<file path="src/rtl/core/ppmhp_pkg.sv">
// Shared types, widths and codes for the PPM/PGM header parser.
package ppmhp_pkg;

   // Field widths fixed by the interface.
   localparam int BYTE_W   = 8;
   localparam int COUNT_W  = 13;
   localparam int STATUS_W = 3;
   localparam int FIELD_W  = 16;
   localparam int BPP_W    = 2;

   // Default storage width of the parsed dimensions.
   localparam int DIM_BITS_DEF = 16;

   // Header byte limit after reset.
   localparam logic [COUNT_W-1:0] MAX_HDR_RESET = 13'd256;

   // Result status codes.
   localparam logic [STATUS_W-1:0] ST_OK         = 3'd0;
   localparam logic [STATUS_W-1:0] ST_BAD_MAGIC  = 3'd1;
   localparam logic [STATUS_W-1:0] ST_BAD_MAXVAL = 3'd2;
   localparam logic [STATUS_W-1:0] ST_TRUNCATED = 3'd3;
   localparam logic [STATUS_W-1:0] ST_OVERFLOW   = 3'd4;

   // Characters the parser looks for.
   localparam logic [BYTE_W-1:0] CH_P     = 8'h50;
   localparam logic [BYTE_W-1:0] CH_5     = 8'h35;
   localparam logic [BYTE_W-1:0] CH_6     = 8'h36;
   localparam logic [BYTE_W-1:0] CH_0     = 8'h30;
   localparam logic [BYTE_W-1:0] CH_9     = 8'h39;
   localparam logic [BYTE_W-1:0] CH_HASH  = 8'h23;
   localparam logic [BYTE_W-1:0] CH_SPACE = 8'h20;
   localparam logic [BYTE_W-1:0] CH_TAB   = 8'h09;
   localparam logic [BYTE_W-1:0] CH_CR    = 8'h0D;
   localparam logic [BYTE_W-1:0] CH_LF    = 8'h0A;

   // Required maxval.
   localparam int MAXVAL_REQ = 255;

   // Pixel sizes for the two magic digits.
   localparam logic [BPP_W-1:0] BPP_GRAY = 2'd1;
   localparam logic [BPP_W-1:0] BPP_RGB  = 2'd3;

   // One input word.
   typedef struct packed {
      logic [BYTE_W-1:0] data_byte;
      logic              first_byte;
      logic              last_byte;
   } req_item_type;

   // One result word.
   typedef struct packed {
      logic [STATUS_W-1:0] status;
      logic [FIELD_W-1:0]  width;
      logic [FIELD_W-1:0]  height;
      logic [BPP_W-1:0]    bytes_per_pixel;
      logic [COUNT_W-1:0]  header_len;
   } rsp_item_type;

endpackage

</file>
<file path="src/rtl/core/ppmhp_in_stage.sv">
// Input register that holds one accepted word until the parser takes it.
module ppmhp_in_stage (
   input  logic                    clock,
   input  logic                    reset,
   input  logic                    req_valid,
   output logic                    req_stall,
   input  ppmhp_pkg::req_item_type req_item,
   input  logic                    advance,
   output logic                    item_valid,
   output ppmhp_pkg::req_item_type item
);
   import ppmhp_pkg::*;

   logic         valid_ff;
   logic         valid_in;
   logic         take;
   req_item_type item_ff;

   // A held word blocks the port until the parser consumes it.
   assign req_stall = valid_ff & ~advance;
   assign take      = req_valid & ~req_stall;
   assign valid_in  = take | (valid_ff & ~advance);

   always_ff @(posedge clock) begin
      if (reset) begin
         valid_ff <= 1'b0;
      end else begin
         valid_ff <= valid_in;
      end
   end

   // Payload loads only on acceptance.
   always_ff @(posedge clock) begin
      if (take) begin
         item_ff <= req_item;
      end
   end

   assign item_valid = valid_ff;
   assign item       = item_ff;

endmodule

</file>
<file path="src/rtl/core/ppmhp_parse.sv">
// Header parsing state and the per-byte next-state logic.
module ppmhp_parse #(
   parameter int DIM_BITS = ppmhp_pkg::DIM_BITS_DEF
) (
   input  logic                              clock,
   input  logic                              reset,
   input  logic                              item_valid,
   input  ppmhp_pkg::req_item_type           item,
   input  logic                              out_ready,
   input  logic [ppmhp_pkg::COUNT_W-1:0]     max_bytes,
   output logic                              advance,
   output logic                              emit,
   output ppmhp_pkg::rsp_item_type           result
);
   import ppmhp_pkg::*;

   localparam int ACC_W = DIM_BITS + 4;

   // Parse phases.
   localparam logic [3:0] PH_MAGIC_P  = 4'd0;
   localparam logic [3:0] PH_MAGIC_D  = 4'd1;
   localparam logic [3:0] PH_MAGIC_LF = 4'd2;
   localparam logic [3:0] PH_W_SKIP   = 4'd3;
   localparam logic [3:0] PH_W_START  = 4'd4;
   localparam logic [3:0] PH_W_DIGIT  = 4'd5;
   localparam logic [3:0] PH_H_SKIP   = 4'd6;
   localparam logic [3:0] PH_H_START  = 4'd7;
   localparam logic [3:0] PH_H_DIGIT  = 4'd8;
   localparam logic [3:0] PH_M_SKIP   = 4'd9;
   localparam logic [3:0] PH_M_START  = 4'd10;
   localparam logic [3:0] PH_M_DIGIT  = 4'd11;
   localparam logic [3:0] PH_SEEK_LF  = 4'd12;
   localparam logic [3:0] PH_DONE     = 4'd13;

   logic [3:0]          phase_ff, phase_in, cur_phase;
   logic [COUNT_W-1:0]  count_ff, count_in, cur_count, count_inc;
   logic [DIM_BITS-1:0] acc_ff, acc_in, cur_acc;
   logic                line_ff, line_in, cur_line;
   logic                cmt_ff, cmt_in, cur_cmt;
   logic [DIM_BITS-1:0] w_ff, w_in, cur_w;
   logic [DIM_BITS-1:0] h_ff, h_in, cur_h;
   logic [BPP_W-1:0]    bpp_ff, bpp_in, cur_bpp;
   logic                ovf_ff, ovf_in, cur_ovf;

   logic [BYTE_W-1:0]   b;
   logic                is_lf, is_hash, is_blank, is_num, active;
   logic [ACC_W-1:0]    acc_ext, acc_prod;
   logic                acc_big;
   logic [DIM_BITS-1:0] acc_sat, acc_first;
   logic                st_vld;
   logic [STATUS_W-1:0] st_code;
   logic [COUNT_W-1:0]  hlen;

   // A first byte sees the restart values instead of the stored state.
   always_comb begin
      if (item.first_byte) begin
         cur_phase = PH_MAGIC_P;
         cur_count = '0;
         cur_acc   = '0;
         cur_line  = 1'b1;
         cur_cmt   = 1'b0;
         cur_w     = '0;
         cur_h     = '0;
         cur_bpp   = '0;
         cur_ovf   = 1'b0;
      end else begin
         cur_phase = phase_ff;
         cur_count = count_ff;
         cur_acc   = acc_ff;
         cur_line  = line_ff;
         cur_cmt   = cmt_ff;
         cur_w     = w_ff;
         cur_h     = h_ff;
         cur_bpp   = bpp_ff;
         cur_ovf   = ovf_ff;
      end
   end

   // Byte classes.
   assign b        = item.data_byte;
   assign is_lf    = (b == CH_LF);
   assign is_hash  = (b == CH_HASH);
   assign is_blank = is_hash | is_lf | (b == CH_SPACE) | (b == CH_TAB) | (b == CH_CR);
   assign is_num   = (b >= CH_0) && (b <= CH_9);
   assign active   = (cur_phase != PH_DONE);

   // Saturating byte count.
   assign count_inc = (cur_count != '1) ? cur_count + 1'b1 : cur_count;

   // Decimal accumulate: acc * 10 + digit, saturating at the dimension limit.
   assign acc_ext   = ACC_W'(cur_acc);
   assign acc_prod  = (acc_ext << 3) + (acc_ext << 1) + ACC_W'(b[3:0]);
   assign acc_big   = |acc_prod[ACC_W-1:DIM_BITS];
   assign acc_sat   = acc_big ? '1 : acc_prod[DIM_BITS-1:0];
   assign acc_first = DIM_BITS'(b[3:0]);

   // Next state for one byte, with all re-dispatches folded in.
   always_comb begin
      phase_in = cur_phase;
      count_in = active ? count_inc : cur_count;
      acc_in   = cur_acc;
      line_in  = cur_line;
      cmt_in   = cur_cmt;
      w_in     = cur_w;
      h_in     = cur_h;
      bpp_in   = cur_bpp;
      ovf_in   = cur_ovf;
      st_vld   = 1'b0;
      st_code  = ST_OK;
      hlen     = '0;

      unique case (cur_phase)
         PH_MAGIC_P: begin
            if (b == CH_P) begin
               phase_in = PH_MAGIC_D;
            end else begin
               st_vld  = 1'b1;
               st_code = ST_BAD_MAGIC;
            end
         end
         PH_MAGIC_D: begin
            if (b == CH_5) begin
               bpp_in   = BPP_GRAY;
               phase_in = PH_MAGIC_LF;
            end else if (b == CH_6) begin
               bpp_in   = BPP_RGB;
               phase_in = PH_MAGIC_LF;
            end else begin
               st_vld  = 1'b1;
               st_code = ST_BAD_MAGIC;
            end
         end
         PH_MAGIC_LF: begin
            if (is_lf) begin
               phase_in = PH_W_SKIP;
               line_in  = 1'b1;
               cmt_in   = 1'b0;
            end else begin
               st_vld  = 1'b1;
               st_code = ST_BAD_MAGIC;
            end
         end
         PH_W_SKIP, PH_H_SKIP, PH_M_SKIP: begin
            // Whitespace and comment lines; a digit starts a value, any other byte moves to the start phase.
            if (cur_cmt) begin
               if (is_lf) begin
                  cmt_in  = 1'b0;
                  line_in = 1'b1;
               end
            end else if (is_blank) begin
               if (cur_line && is_hash) begin
                  cmt_in = 1'b1;
               end else begin
                  line_in = is_lf;
               end
            end else if (is_num) begin
               acc_in   = acc_first;
               phase_in = cur_phase + 4'd2;
            end else begin
               phase_in = cur_phase + 4'd1;
            end
         end
         PH_W_START, PH_H_START, PH_M_START: begin
            if (is_num) begin
               acc_in   = acc_first;
               phase_in = cur_phase + 4'd1;
            end
         end
         PH_W_DIGIT, PH_H_DIGIT: begin
            if (is_num) begin
               acc_in = acc_sat;
               if (acc_big) begin
                  ovf_in = 1'b1;
               end
            end else begin
               // Value ends; a blank or hash byte is the first of the next skip, any other byte goes to the next start.
               if (cur_phase == PH_W_DIGIT) begin
                  w_in = cur_acc;
               end else begin
                  h_in = cur_acc;
               end
               line_in = 1'b1;
               cmt_in  = 1'b0;
               if (is_hash) begin
                  cmt_in   = 1'b1;
                  phase_in = cur_phase + 4'd1;
               end else if (is_blank) begin
                  line_in  = is_lf;
                  phase_in = cur_phase + 4'd1;
               end else begin
                  phase_in = cur_phase + 4'd2;
               end
            end
         end
         PH_M_DIGIT: begin
            if (is_num) begin
               acc_in = acc_sat;
            end else if (cur_acc != DIM_BITS'(MAXVAL_REQ)) begin
               st_vld  = 1'b1;
               st_code = ST_BAD_MAXVAL;
            end else if (is_lf) begin
               st_vld  = 1'b1;
               st_code = cur_ovf ? ST_OVERFLOW : ST_OK;
               hlen    = count_inc;
            end else begin
               phase_in = PH_SEEK_LF;
            end
         end
         PH_SEEK_LF: begin
            if (is_lf) begin
               st_vld  = 1'b1;
               st_code = cur_ovf ? ST_OVERFLOW : ST_OK;
               hlen    = count_inc;
            end
         end
         default: begin
            // Header already reported: bytes are dropped until a restart.
         end
      endcase

      // Out of data or at the byte limit with nothing decided.
      if (active && !st_vld && (item.last_byte || (count_inc >= max_bytes))) begin
         st_vld  = 1'b1;
         st_code = ST_TRUNCATED;
      end

      if (active && st_vld) begin
         phase_in = PH_DONE;
      end
   end

   // Result word assembly; bad magic clears the descriptive fields.
   always_comb begin
      result.status          = st_code;
      result.header_len      = hlen;
      if (st_code == ST_BAD_MAGIC) begin
         result.width           = '0;
         result.height          = '0;
         result.bytes_per_pixel = '0;
      end else begin
         result.width           = FIELD_W'(w_in);
         result.height          = FIELD_W'(h_in);
         result.bytes_per_pixel = bpp_in;
      end
   end

   // Bytes that raise a result wait for room in the output register.
   assign emit    = item_valid & active & st_vld & (~st_vld | out_ready) & advance;
   assign advance = item_valid & (~(active & st_vld) | out_ready);

   always_ff @(posedge clock) begin
      if (reset) begin
         phase_ff <= PH_MAGIC_P;
         count_ff <= '0;
         acc_ff   <= '0;
         line_ff  <= 1'b1;
         cmt_ff   <= 1'b0;
         w_ff     <= '0;
         h_ff     <= '0;
         bpp_ff   <= '0;
         ovf_ff   <= 1'b0;
      end else if (advance) begin
         phase_ff <= phase_in;
         count_ff <= count_in;
         acc_ff   <= acc_in;
         line_ff  <= line_in;
         cmt_ff   <= cmt_in;
         w_ff     <= w_in;
         h_ff     <= h_in;
         bpp_ff   <= bpp_in;
         ovf_ff   <= ovf_in;
      end
   end

endmodule

</file>
<file path="src/rtl/core/ppmhp_out_stage.sv">
// Result register that holds one word until the consumer takes it.
module ppmhp_out_stage (
   input  logic                    clock,
   input  logic                    reset,
   input  logic                    load,
   input  ppmhp_pkg::rsp_item_type load_item,
   output logic                    out_ready,
   output logic                    rsp_valid,
   input  logic                    rsp_stall,
   output ppmhp_pkg::rsp_item_type rsp_item
);
   import ppmhp_pkg::*;

   logic         valid_ff;
   logic         valid_in;
   rsp_item_type item_ff;

   // Room when empty or when the held word leaves this cycle.
   assign out_ready = ~valid_ff | ~rsp_stall;
   assign valid_in  = load | (valid_ff & rsp_stall);

   always_ff @(posedge clock) begin
      if (reset) begin
         valid_ff <= 1'b0;
      end else begin
         valid_ff <= valid_in;
      end
   end

   always_ff @(posedge clock) begin
      if (load) begin
         item_ff <= load_item;
      end
   end

   assign rsp_valid = valid_ff;
   assign rsp_item  = item_ff;

endmodule

</file>
<file path="src/rtl/core/ppm_header_parser_unit.sv">
// PPM/PGM header parser: one file byte per word, one result word per file.
// Path: an accepted byte is held in the input register and parsed there, and a result it
// raises is loaded into the result register that drives rsp_.
// Throughput: one byte per cycle while no result byte waits on a stalled result register,
// set by the combinational parse logic between the input and result registers.
// Reset (synchronous): parser waits for byte 0 of a file, both registers empty,
// max_header_bytes returns to 256.
module ppm_header_parser_unit #(
   parameter int DIM_BITS = ppmhp_pkg::DIM_BITS_DEF
) (
   input  logic                               clock,
   input  logic                               reset,
   input  logic                               req_valid,
   output logic                               req_stall,
   input  logic [ppmhp_pkg::BYTE_W-1:0]       req_data_byte,
   input  logic                               req_first_byte,
   input  logic                               req_last_byte,
   output logic                               rsp_valid,
   input  logic                               rsp_stall,
   output logic [ppmhp_pkg::STATUS_W-1:0]     rsp_status,
   output logic [ppmhp_pkg::FIELD_W-1:0]      rsp_width,
   output logic [ppmhp_pkg::FIELD_W-1:0]      rsp_height,
   output logic [ppmhp_pkg::BPP_W-1:0]        rsp_bytes_per_pixel,
   output logic [ppmhp_pkg::COUNT_W-1:0]      rsp_header_len,
   input  logic                               csr_valid,
   output logic                               csr_ready,
   input  logic [ppmhp_pkg::COUNT_W-1:0]      csr_wdata
);
   import ppmhp_pkg::*;

   req_item_type       req_item, item;
   rsp_item_type       result, rsp_item;
   logic               item_valid, advance, emit, out_ready;
   logic [COUNT_W-1:0] max_hdr_ff;

   // Header byte limit register; always ready.
   assign csr_ready = 1'b1;

   always_ff @(posedge clock) begin
      if (reset) begin
         max_hdr_ff <= MAX_HDR_RESET;
      end else if (csr_valid && csr_ready) begin
         max_hdr_ff <= csr_wdata;
      end
   end

   assign req_item.data_byte  = req_data_byte;
   assign req_item.first_byte = req_first_byte;
   assign req_item.last_byte  = req_last_byte;

   ppmhp_in_stage u_in (
      .clock      (clock),
      .reset      (reset),
      .req_valid  (req_valid),
      .req_stall  (req_stall),
      .req_item   (req_item),
      .advance    (advance),
      .item_valid (item_valid),
      .item       (item)
   );

   ppmhp_parse #(
      .DIM_BITS (DIM_BITS)
   ) u_parse (
      .clock      (clock),
      .reset      (reset),
      .item_valid (item_valid),
      .item       (item),
      .out_ready  (out_ready),
      .max_bytes  (max_hdr_ff),
      .advance    (advance),
      .emit       (emit),
      .result     (result)
   );

   ppmhp_out_stage u_out (
      .clock     (clock),
      .reset     (reset),
      .load      (emit),
      .load_item (result),
      .out_ready (out_ready),
      .rsp_valid (rsp_valid),
      .rsp_stall (rsp_stall),
      .rsp_item  (rsp_item)
   );

   assign rsp_status          = rsp_item.status;
   assign rsp_width           = rsp_item.width;
   assign rsp_height          = rsp_item.height;
   assign rsp_bytes_per_pixel = rsp_item.bytes_per_pixel;
   assign rsp_header_len      = rsp_item.header_len;

   // The result register comes out of reset empty.
   a_reset_empty : assert property (@(posedge clock) reset |=> !rsp_valid)
      else $error("result word present right after reset");

   // Bad magic reports no dimensions and no pixel size.
   a_magic_clear : assert property (@(posedge clock) disable iff (reset)
      (rsp_valid && rsp_status == ST_BAD_MAGIC) |->
      (rsp_width == '0 && rsp_height == '0 && rsp_bytes_per_pixel == '0))
      else $error("bad magic result carries fields");

   // Only a completed header carries a length.
   a_len_only_done : assert property (@(posedge clock) disable iff (reset)
      (rsp_valid && rsp_status != ST_OK && rsp_status != ST_OVERFLOW) |->
      (rsp_header_len == '0))
      else $error("header length on an unfinished header");

   // A completed header always has a known pixel size.
   a_bpp_known : assert property (@(posedge clock) disable iff (reset)
      (rsp_valid && (rsp_status == ST_OK || rsp_status == ST_OVERFLOW)) |->
      (rsp_bytes_per_pixel == BPP_GRAY || rsp_bytes_per_pixel == BPP_RGB))
      else $error("completed header without pixel size");

endmodule
</file>
<file path="config.mk">
export PLATFORM = sky130hd
export DESIGN_NAME = ppm_header_parser_unit
export DESIGN_NICKNAME = d
export VERILOG_FILES = /design/src/rtl/core/ppmhp_pkg.sv /design/src/rtl/core/ppmhp_in_stage.sv /design/src/rtl/core/ppmhp_parse.sv /design/src/rtl/core/ppmhp_out_stage.sv /design/src/rtl/core/ppm_header_parser_unit.sv
export SDC_FILE = /design/constraint.sdc
export NUM_CORES = 1
export LEC_CHECK = 0
export BUFFER_PORTS_ARGS = -buffer_cell sky130_fd_sc_hd__buf_2
export CAP_MARGIN = 10
export CORE_MARGIN = 4
export CORE_UTILIZATION = 25
export CTS_CLUSTER_SIZE = 28
export DETAILED_ROUTE_END_ITERATION = 7
export PLACE_DENSITY = 0.38
export SLEW_MARGIN = 20
export SYNTH_ARGS = -nofsm -noshare
export SYNTH_HDL_FRONTEND = slang
export SYNTH_HIERARCHICAL = 1
export SYNTH_SLANG_ARGS = --single-unit
</file>
<file path="constraint.sdc">
create_clock -name clock -period 10.6 [get_ports clock]
set_input_delay 1.06 -clock clock [delete_from_list [all_inputs] [get_ports clock]]
set_output_delay 1.06 -clock clock [all_outputs]
set_load 0.02 [all_outputs]
</file>
==> After elaboration in Yosys (flattened, before gate mapping) <==
Cells that the tools add are included.
W data, S select, Z words.
{ "totals": {"ram_bits": 0, "latchBits": 0, "rom_bits": 0, "reg_bits": 145, "inputBits": 28, "memories": 0, "wordCells": 172} }
{ "classes": {"div": 0, "add_sub_neg": 5, "eq_ne": 24, "shifts": 0, "n_lt_le_gt_ge": 3, "bitwise": 24, "muxes": 83, "n_mul": 0, "n_reduce_logical": 13} }
{ "ops": {"columns": ["op", "count"], "rows": [
  ["$mux W16", 14],
  ["$mux W13", 6],
  ["$mux W4", 16],
  ["$pmux W16 S3", 1],
  ["$eq A8 B6 Y1 const B", 4],
  ["$mux W1", 30],
  ["$pmux W4 S7", 1],
  ["$pmux W13 S2", 1],
  ["$eq A8 B4 Y1 const B", 3],
  ["$add A19 B17 Y20", 1],
  ["$add A20 B4 Y20", 1],
  ["$eq A4 B4 Y1 const B", 5],
  ["$mux W3", 6],
  ["$eq A4 B3 Y1 const B", 4],
  ["$ne A16 B8 Y1 const B", 1],
  ["$pmux W3 S5", 1],
  ["$add A13 B1 Y13 const B", 1],
  ["$ge A13 B13 Y1", 1],
  ["$ne A13 B13 Y1 const B", 1],
  ["$and A1 B1 Y1", 9],
  ["$or A1 B1 Y1", 9],
  ["$reduce_or A3 Y1", 3],
  ["$eq A4 B2 Y1 const B", 2],
  ["$eq A8 B7 Y1 const B", 1],
  ["17 further kinds", 30]
]} }

==> Logic depth before layout (Yosys ltp) <==
Gate-level depths: netlist of run 1.
{ "logic_depth": {"word_depth": 18, "ltp_mapped": 23, "mapped_depth_nobuf": 18} }

==> Cells and area by module <==
Netlist of run 1, hierarchy kept.
{ "modules_own_cells": {"columns": ["mod", "cells_per_inst", "instances", "seq_area_each_um2", "area_each_um2"], "rows": [
  ["ppmhp_parse", 878, 1, 1401.3, 6177.2],
  ["ppmhp_out_stage", 54, 1, 1521.5, 1534.0],
  ["ppm_header_parser_unit", 44, 1, 260.2, 488.0],
  ["ppmhp_in_stage", 14, 1, 320.3, 350.3]
]} }

==> Worst setup path after synthesis of run 1 <==
Ideal clock, no wire load.
{ "synth_timing": {"kind": "reg-to-reg", "start": "reg u_in.item_ff (netlist bit u_in/item[1])", "end": "reg u_out.item_ff (netlist bit u_out/rsp_item[0]), enable pin", "t_required_ns": 10.078, "stages_incl_launch_ff": 18, "arrival_ns": 7.193, "path_slack_ns": 2.885, "setup_time_ns": 0.522, "period_less_slack_ns": 7.715, "cell_sequence": "edfxtp_1 -> buf_6 -> clkbuf_1 -> clkbuf_1 -> buf_1 -> nor2b_1 -> ha_1 -> nand2_1 -> nor4_1 -> a31oi_1 -> nand3_1 -> or3_1 -> a21oi_1 -> ha_1 -> nand3_1 -> o41ai_1 -> nor3_1 -> nor3_1"} }
{ "synth_between": {"elab_chain_cells": 14, "word_cells_on_any_way": 32} }
{ "synth_lines": {"columns": ["item", "line", "source"], "rows": [
  ["from (decl)", "ppmhp_in_stage.sv:17", "req_item_type item_ff;"],
  ["from (signal assigned)", "ppmhp_in_stage.sv:35", "item_ff <= req_item;"],
  ["parallel branches: the longest is 13 deep, another holds $add A13 B1 Y13", null, null],
  ["$and A1 B1 Y1 *", "ppmhp_parse.sv:248", "assign emit = item_valid & active & st_vld & (~st_vld | out_ready) & advance;"],
  ["via emit", "ppm_header_parser_unit.sv:33", "logic item_valid, advance, emit, out_ready;"],
  ["to (signal assigned)", "ppmhp_out_stage.sv:32", "item_ff <= load_item;"],
  ["to (decl)", "ppmhp_out_stage.sv:16", "rsp_item_type item_ff;"]
]} }
Mark *: on every way through the listed nets, which the timed path passes.
A chain may end at the register's enable or synchronous reset.

==> Worst setup path after layout of run 1 <==
{ "layout_timing": {"start": "reg u_in.item_ff (netlist bit u_in/item[1])", "end": "out req_stall"} }
{ "layout_between": {"elab_chain_cells": 15, "word_cells_on_any_way": 28} }
{ "layout_lines": {"columns": ["item", "line", "source"], "rows": [
  ["parallel branches: the longest is 9 deep, another holds $add A13 B1 Y13", null, null],
  ["$and A1 B1 Y1 *", "ppmhp_parse.sv:249", "assign advance = item_valid & (~(active & st_vld) | out_ready);"],
  ["$not A1 Y1 *", "ppmhp_parse.sv:249", null],
  ["$or A1 B1 Y1 *", "ppmhp_parse.sv:249", null],
  ["$and A1 B1 Y1 *", "ppmhp_parse.sv:249", null],
  ["via advance", "ppm_header_parser_unit.sv:33", null],
  ["$not A1 Y1 *", "ppmhp_in_stage.sv:20", "assign req_stall = valid_ff & ~advance;"],
  ["$and A1 B1 Y1 *", "ppmhp_in_stage.sv:20", null],
  ["to (decl)", "ppm_header_parser_unit.sv:14", "output logic req_stall,"]
]} }
Marks and branches as above.

==> results of run 1 <==
[worst max path at each step]
| stage | start | end | slack, ns | cells after the start |
|---|---|---|---|---|
| 2_1_floorplan | u_in/item[1]$_DFFE_PP_ | u_out/rsp_item[0]$_DFFE_PP_ | 2.89 | 17 |
| 3_3_place_gp | u_in/item[1]$_DFFE_PP_ | req_stall | 4.86 | 19 |
| 3_5_place_dp | u_in/item[1]$_DFFE_PP_ | req_stall | 4.78 | 19 |
| 4_1_cts | u_in/item[1]$_DFFE_PP_ | req_stall | 4.28 | 19 |
| 5_1_grt | u_in/item[1]$_DFFE_PP_ | req_stall | 3.86 | 18 |
| 6_report | u_in/item[1]$_DFFE_PP_ | req_stall | 4.34 | 19 |
[metal layers]
metal / wire (um) / vias up
met5: 0 / -
met4: 313 / 0
met3: 1267 / 19
met2: 12580 / 172
met1: 14620 / 3730
li1: - / 3741
[flip-flops by register name, indices dropped and copies added (netlist names), 4 cells and up]
register and count:
max_hdr_ff 13, u_in/item 10, u_out/rsp_item 50, u_parse/acc_ff 16, u_parse/count_ff 13, u_parse/h_ff 16
u_parse/phase_ff 4, u_parse/w_ff 16
[area by class of cell]
cell class	instances	area [sq um]
multi-input cells	763	4701
flip-flops and latches	145	3503
clock inverters	14	186.4
clock buffers	18	439.2
fillers	3595	23610
inverters	30	112.6
well taps	448	560.5
repair buffers	94	508.0
[cells in the mapped netlist, types with 16 or more instances]
cell type	instances	share of area, %
sky130_fd_sc_hd__ha_1	50	7.3
sky130_fd_sc_hd__o21ai_0	27	1.6
sky130_fd_sc_hd__dfxtp_1	85	20
sky130_fd_sc_hd__nor2_1	117	5.1
sky130_fd_sc_hd__clkbuf_1	38	1.7
sky130_fd_sc_hd__nor2b_1	27	2.0
sky130_fd_sc_hd__nor3_1	20	1.2
sky130_fd_sc_hd__mux2i_1	16	1.9
sky130_fd_sc_hd__a21oi_1	92	5.4
sky130_fd_sc_hd__nand2_1	126	5.5
sky130_fd_sc_hd__a22oi_1	36	3.2
sky130_fd_sc_hd__inv_1	29	1.3
sky130_fd_sc_hd__o211ai_1	17	1.5
sky130_fd_sc_hd__nand3_1	44	2.6
sky130_fd_sc_hd__edfxtp_1	60	21
[report_power, final]
| part | leakage [nW] | internal (mW) | total [mW] | switching (mW) |
|---|---|---|---|---|
| Sequential | 1.27 | 0.604 | 0.620 | 0.0155 |
| Combinational | 2.25 | 0.0471 | 0.154 | 0.107 |
| Clock | 0.297 | 0.399 | 0.649 | 0.251 |
[worst min-delay path, cell delays in order (launching register included)]
cell	delay, ns
sky130_fd_sc_hd__dfxtp_1	0.32
sky130_fd_sc_hd__nand2_1	0.05
sky130_fd_sc_hd__a21oi_1	0.05
[per-stage QoR]
stage | hold WS, ns | setup slack (ns) | total power [mW]
CTS | 0.4658 | 4.285 | 1.445
floorplan | 0.4366 | 2.885 | 0.7332
global placement | 0.4446 | 4.860 | 0.7886
detailed placement | 0.4572 | 4.782 | 0.7880
finish | 0.4720 | 4.340 | 1.423
global route | 0.5212 | 3.857 | 1.486
[kinds of logic (layout without fill, tap and decap cells)]
family                     after synthesis  after routing  synth area share [%]
AOI/OAI and AO/OA                      266            266                 20.55
adders and majority gates               51             51                 7.552
muxes                                   16             16                 1.873
DFF                                    145            145                 40.98
and+or+nand+nor                        410            410                 22.93
xor gates and xnor gates                19             19                 1.946
buffers and inverters                   82            156                 4.127
other                                    1              1               0.04386
==> flow_summary_export.csv, run 1 <==
group,metric,value,unit
run_status,outcome,"finished, final reports clean",
timing,final.setup.tns,0,ns
placement,numPortBuffers,79,
synthesis,synth.ff_latch_count,145,
min_path,worstHoldStart,"u_parse/phase_ff[1]$_SDFFE_PP0P_",
layout,areaGrowthSynthToFinish,17.09,%
synthesis,count_of_flip_flops_with_a_built_in_enable_after_synthesis,60,
synthesis,synth.distinct_cells,82,
placement,postPlaceCellArea,9385,sq um
synthesis,netlist_area,8549,sq um
floorplan,num_io_pins,81,
global_routing,grt_use_met3,2.732,%
layout,final_cells,1512,
detailed_routing,dr.pass1.iters,5,
floorplan,die_y,192.9,um
floorplan,die-area,37220,sq um
cts,cts-resized-gates,0,
detailed_routing,wl_per_cell,19.04,um
layout,final_core_area_utilization,29.78,%
synthesis,synth_top_flop_cell,"sky130_fd_sc_hd__dfxtp_1",
timing,drv_slew,0,
timing,worst_slew_margin_rel,30.22,%
critical_path,worstPathBufferInverterCount,4,
cts,cts_inserted_buffers,17,
global_routing,most_crowded_layer_gr,"met2",
critical_path,critical_path.reg2reg.endpoint,"u_parse/acc_ff[10]$_SDFFE_PP0P_",
cts,clkSlewWorstSetupHoldPaths,0.06,ns
critical_path,crit_chain,"buf_4, nor2b_1, ha_1, nand2_1, nor4_1, nand4_1, nand2_1, xnor2_1, inv_1, ha_1, nand2_1, o21ai_0, a31oi_1, o41ai_1, o31ai_1, nand2_1, clkinv_1, nor2b_4, buf_2",
timing,fmax,159.7,MHz
detailed_routing,total_number_of_vias,7662,
detailed_routing,final_antenna_violating_net_count,0,
cts,clock-root-buffer,"sky130_fd_sc_hd__clkbuf_16",
critical_path,worst_ep_required_time,9.54,ns
detailed_routing,drtIter0Drc,481,
critical_path,critical_path_peak_fanout,48,
cts,ctsLongestPathBuffers,2,
global_routing,grt_use_met1,23.14,%
critical_path,critPathMostFrequentCell,"sky130_fd_sc_hd__nand2_1",
layout,final_net_count,1130,
cts,ctsHtreeMaxLevel,4,
synthesis,postSynthAreaPerCell,8.636,sq um
layout,ratio_of_cells_with_drive_above_1_in_the_final_layout,13.53,%
floorplan,start_util,25.43,%
synthesis,synth.yosys.warnings,6,
detailed_routing,routed_wl,28.79,mm
critical_path,reg2regPathDepth,20,
global_routing,via_count_of_the_first_global_routing_pass,7549,
critical_path,timing.setup.critical_path_class,"reg -> out",
floorplan,row_count,67,
min_path,min_delay_worst_endpoint,"u_parse/phase_ff[1]$_SDFFE_PP0P_",
critical_path,cp_slowest_cell,"sky130_fd_sc_hd__o41ai_1",
critical_path,crit_arrival,5.20,ns
power,ir_worst_vdd,118.4,uV
job,maxCapViolations,0,
placement,dpl_hpwl,20.65,mm
synthesis,netlist_instances,990,
timing,max_clock_skew,0.01230,ns
min_path,whs_path_depth,2,
timing,hold_violations,0,
critical_path,startpoint_type,"register",
layout,most_frequent_standard_cell_in_the_layout_excluding_fill_and_tap_cells,"sky130_fd_sc_hd__nand2_1",
timing,final.period_utilization,59.05,%
timing,transition_at_the_pin_with_the_smallest_max_transition_slack,1.039,ns
placement,numPlacedInstances,1480,
cts,clk-insertion-delay-late,0.44,ns
timing,grt_setup_unrepaired,"false",
synthesis,synthArstFlopShare,0,%
power,leakage,3.814,nW
synthesis,share_of_synthesized_area_occupied_by_flip_flops_and_latches,40.98,%
critical_path,kind_of_cell_adding_the_most_delay_to_the_critical_path,"simple AND/OR/NAND/NOR gates",
cts,count_of_clock_tree_sinks,145,
timing,setup_viol,0,
floorplan,die_x,192.9,um
detailed_routing,drc,0,
critical_path,r2r_setup_slack,5.15,ns
timing,period_needed,6.260,ns
detailed_routing,vias_per_cell,5.067,
cts,tritoncts,"built",
global_routing,gr-usage-met2,23.58,%
layout,mostFrequentLayoutCells,"126 x sky130_fd_sc_hd__nand2_1, 116 x sky130_fd_sc_hd__nor2_1, 92 x sky130_fd_sc_hd__a21oi_1",
global_routing,global_route.usage.total,15.60,%
layout,antennaDiodeCount,0,
global_routing,pin_count_of_the_biggest_net_entering_global_routing,60,
global_routing,grt.overflow.total,0,
critical_path,max_stage_delay_on_crit_path,0.66,ns
critical_path,end_kind,"output port",
power,power_per_cell_area,142.1,nW/um^2
global_routing,grt_pass1_wl,44.75,mm
synthesis,synth_fp_nets,1069,
global_routing,grt_antenna_before_repair,0,
placement,placer_congestion,0.8167,
cts,postCtsSetupBuffers,0,
critical_path,worstReg2RegStart,"u_in/item[1]$_DFFE_PP_",
cts,hold_buffers,0,
layout,area_of_all_placed_cells_without_fillers,10010,sq um
min_path,kind_of_path_behind_the_tightest_hold_check,"reg -> reg",
floorplan,core,33620,sq um
No activity file was read; power rests on OpenSTA's default activity.
==> run 2, diff against run 1 <==
ABC_AREA = 1   (was not set)
clock period = 6 ns   (was 10.6 ns; I/O delays follow)
==> run 2 against run 1 <==
  * Clock skew up 0.0063 ns
  * Combinational power rose to 3.5 times the previous value
  * Clock power up 66%
  * Critical path type is now reg -> reg
==> flow_summary_export.csv, run 2 <==
group,metric,value,unit
synthesis,synth_fp_nets,1496,
detailed_routing,wl_per_cell,15.03,um
synthesis,most_common_library_cells_after_synthesis,"346 x sky130_fd_sc_hd__nand2_1, 259 x sky130_fd_sc_hd__nor2_1, 194 x sky130_fd_sc_hd__inv_1, 96 x sky130_fd_sc_hd__o21ai_0, 89 x sky130_fd_sc_hd__nand3_1",
floorplan,core,37760,sq um
layout,areaGrowthSynthToFinish,14.82,%
critical_path,critical_path_peak_fanout,69,
floorplan,start_util,25.38,%
critical_path,worstPathBufferInverterCount,3,
cts,ctsHtreeMaxLevel,4,
global_routing,global_route.usage.total,14.58,%
job,maxCapViolations,0,
cts,postCtsSetupBuffers,0,
timing,final.period_utilization,89.34,%
synthesis,netlist_area,9580,sq um
layout,final_net_count,1557,
placement,placer_congestion,0.8485,
critical_path,crit_start,"u_in/item[1]$_DFFE_PP_",
global_routing,grt_pass1_wl,47.67,mm
timing,setup_viol,0,
min_path,kind_of_path_behind_the_tightest_hold_check,"in -> reg",
run_status,outcome,"finished, final reports clean",
timing,drv_slew,0,
synthesis,synth.distinct_cells,47,
synthesis,synth.yosys.warnings,6,
critical_path,end_kind,"register",
critical_path,worstReg2RegStart,"u_in/item[1]$_DFFE_PP_",
timing,hold_violations,0,
cts,clkSlewWorstSetupHoldPaths,0.07,ns
synthesis,synthArstFlopShare,0,%
critical_path,critPathMostFrequentCell,"sky130_fd_sc_hd__nand2_1",
synthesis,netlist_top_cells_area,"sky130_fd_sc_hd__edfxtp_1 19%, sky130_fd_sc_hd__dfxtp_1 18%, sky130_fd_sc_hd__nand2_1 14%, sky130_fd_sc_hd__nor2_1 10%, sky130_fd_sc_hd__inv_1 7.6%",
cts,cts_inserted_buffers,17,
synthesis,share_of_synthesized_area_occupied_by_flip_flops_and_latches,36.57,%
detailed_routing,drc,0,
placement,numPlacedInstances,1970,
global_routing,grt.overflow.total,0,
layout,final_cells,2002,
critical_path,crit_chain,"nor2_1, ha_1, nand3_2, inv_1, nand2_2, nor3_4, nand3_2, nand2_1, xnor2_1, ha_1, nand2_1, o21bai_1, nand2_1, a21oi_1, nand4_1, nand2_1, nand3_4, nand2_4, buf_4, inv_6, nor2_1, a21oi_1",
detailed_routing,routed_wl,30.09,mm
floorplan,num_io_pins,81,
min_path,worstHoldStart,"req_data_byte[5]",
power,ir_worst_vdd,209.9,uV
timing,grt_setup_unrepaired,"false",
timing,fmax,186.6,MHz
power,power_per_cell_area,251.7,nW/um^2
power,total_power,2.769,mW
detailed_routing,drtIter0Drc,688,
synthesis,postSynthAreaPerCell,6.761,sq um
synthesis,count_of_flip_flops_with_a_built_in_enable_after_synthesis,60,
timing,max_clock_skew,0.01856,ns
placement,numPortBuffers,79,
cts,ctsLongestPathBuffers,2,
cts,clock-root-buffer,"sky130_fd_sc_hd__clkbuf_16",
detailed_routing,final_antenna_violating_net_count,0,
global_routing,pin_count_of_the_biggest_net_entering_global_routing,70,
cts,tritoncts,"built",
timing,transition_at_the_pin_with_the_smallest_max_transition_slack,1.055,ns
global_routing,via_count_of_the_first_global_routing_pass,8544,
critical_path,timing.setup.critical_path_class,"reg -> reg",
layout,ratio_of_cells_with_drive_above_1_in_the_final_layout,11.40,%
layout,largest_reg_flops,50,
timing,period_needed,5.360,ns
critical_path,kind_of_cell_adding_the_most_delay_to_the_critical_path,"simple AND/OR/NAND/NOR gates",
layout,mostFrequentLayoutCells,"345 x sky130_fd_sc_hd__nand2_1, 259 x sky130_fd_sc_hd__nor2_1, 194 x sky130_fd_sc_hd__inv_1",
synthesis,yosysTopAreaCell,"sky130_fd_sc_hd__edfxtp_1",
detailed_routing,vias_per_cell,4.436,
critical_path,max_stage_delay_on_crit_path,0.73,ns
detailed_routing,total_number_of_vias,8881,
cts,cts-resized-gates,0,
synthesis,synth.ff_latch_count,145,
floorplan,die_y,203.8,um
critical_path,crit_arrival,5.69,ns
critical_path,worst_ep_required_time,6.33,ns
timing,worst_slew_margin_rel,29.45,%
synthesis,synth_top_flop_cell,"sky130_fd_sc_hd__dfxtp_1",
timing,final.setup.tns,0,ns
layout,most_frequent_standard_cell_in_the_layout_excluding_fill_and_tap_cells,"sky130_fd_sc_hd__nand2_1",
floorplan,die-area,41520,sq um
floorplan,row_count,71,
cts,clk-insertion-delay-late,0.45,ns
synthesis,synth_top_area_share,18.81,%
global_routing,grt_antenna_before_repair,1,
synthesis,netlist_instances,1417,
critical_path,startpoint_type,"register",
power,leakage,5.360,nW
floorplan,die_x,203.8,um
layout,antennaDiodeCount,0,
detailed_routing,dr.pass1.iters,5,
placement,dpl_hpwl,22.39,mm
cts,hold_buffers,0,
synthesis,yosysMostFrequentCell,"sky130_fd_sc_hd__nand2_1",
critical_path,cp_slowest_cell,"sky130_fd_sc_hd__edfxtp_1",
cts,count_of_clock_tree_sinks,145,
-- run 2: changes by cell type after synthesis, sizes merged, moves of 15 or more --
cell,delta
nor2b,-28
a22oi,-35
inv,+173
clkbuf,-19
nand3,+52
nand2,+235
nor2,+146
o21ai,+83
mux2i,-16
buf,+15
a21oi,-30
o211ai,-16
-- run 2: per-layer routing --
| metal | share of wire [%] | global-route usage, % |
|---|---|---|
| met5 | 0 | 0 |
| met4 | 1.3 | 4.192 |
| met3 | 3.1 | 2.067 |
| met2 | 45 | 22.93 |
| met1 | 51 | 20.89 |
-- run 2: per-stage QoR --
step                      cell area [sq um]  setup WS [ns]  util (%)  hold WS (ns)
after global placement                10420         0.7905     27.60        0.4441
after CTS                             11000         0.6797     29.13        0.3003
after detailed placement              10420         0.7128     27.60        0.4470
after floorplan                        9580         0.4014         -        0.4216
final                                 11000         0.6396     29.14        0.3272
after global routing                  11000         0.2517     29.14        0.3083
-- run 2: cell type report --
cell class	count	area [sq um]
Clock inverter	14	127.6
Multi-Input combinational cell	1019	5022
Fill cell	4201	26750
Clock buffer	18	450.4
Timing Repair Buffer	90	478.0
Sequential cell	145	3503
Tap cell	511	639.4
Inverter	205	779.5
-- run 2: report_power, final --
part / internal, mW / leakage [nW] / switching, mW
Clock: 0.574 / 0.289 / 0.506
Combinational: 0.161 / 3.76 / 0.378
Sequential: 1.11 / 1.31 / 0.0407
-- run 2: path summary, 6_finish.rpt --
| kind | slack (ns) | endpoint | cells after the start |
|---|---|---|---|
| worst max-delay path | 0.64 | u_parse/acc_ff[0]$_SDFFE_PP0P_ | 22 |
| worst max register to register | 0.64 | u_parse/acc_ff[0]$_SDFFE_PP0P_ | 22 |
| worst min register to register | 0.45 | u_parse/h_ff[1]$_SDFFE_PP0P_ | 2 |
| worst min-delay path | 0.33 | u_in/item[7]$_DFFE_PP_ | 1 |
-- run 2: cell families (layout without fill, tap and decap cells) --
group	after synthesis	count (layout)	synth area share, %
AND/OR/NAND/NOR	762	762	33.43
buffers and inverters	253	327	11.15
AO/OA/AOI/OAI	189	189	10.45
flip-flops	145	145	36.57
adder cells (fa/ha/maj)	51	51	6.739
XOR/XNOR	16	16	1.619
other	1	1	0.03914
-- run 2: worst register-to-register path, cell delays in order, from the launching register on --
cell and delay (ns):
sky130_fd_sc_hd__edfxtp_1 0.73, sky130_fd_sc_hd__nor2_1 0.47, sky130_fd_sc_hd__ha_1 0.29, sky130_fd_sc_hd__nand3_2 0.11, sky130_fd_sc_hd__inv_1 0.10, sky130_fd_sc_hd__nand2_2 0.08
sky130_fd_sc_hd__nor3_4 0.16, sky130_fd_sc_hd__nand3_2 0.18, sky130_fd_sc_hd__nand2_1 0.14, sky130_fd_sc_hd__xnor2_1 0.23, sky130_fd_sc_hd__ha_1 0.34, sky130_fd_sc_hd__nand2_1 0.07
sky130_fd_sc_hd__o21bai_1 0.09, sky130_fd_sc_hd__nand2_1 0.08, sky130_fd_sc_hd__a21oi_1 0.19, sky130_fd_sc_hd__nand4_1 0.11, sky130_fd_sc_hd__nand2_1 0.21, sky130_fd_sc_hd__nand3_4 0.23
sky130_fd_sc_hd__nand2_4 0.11, sky130_fd_sc_hd__buf_4 0.62, sky130_fd_sc_hd__inv_6 0.41, sky130_fd_sc_hd__nor2_1 0.21, sky130_fd_sc_hd__a21oi_1 0.08
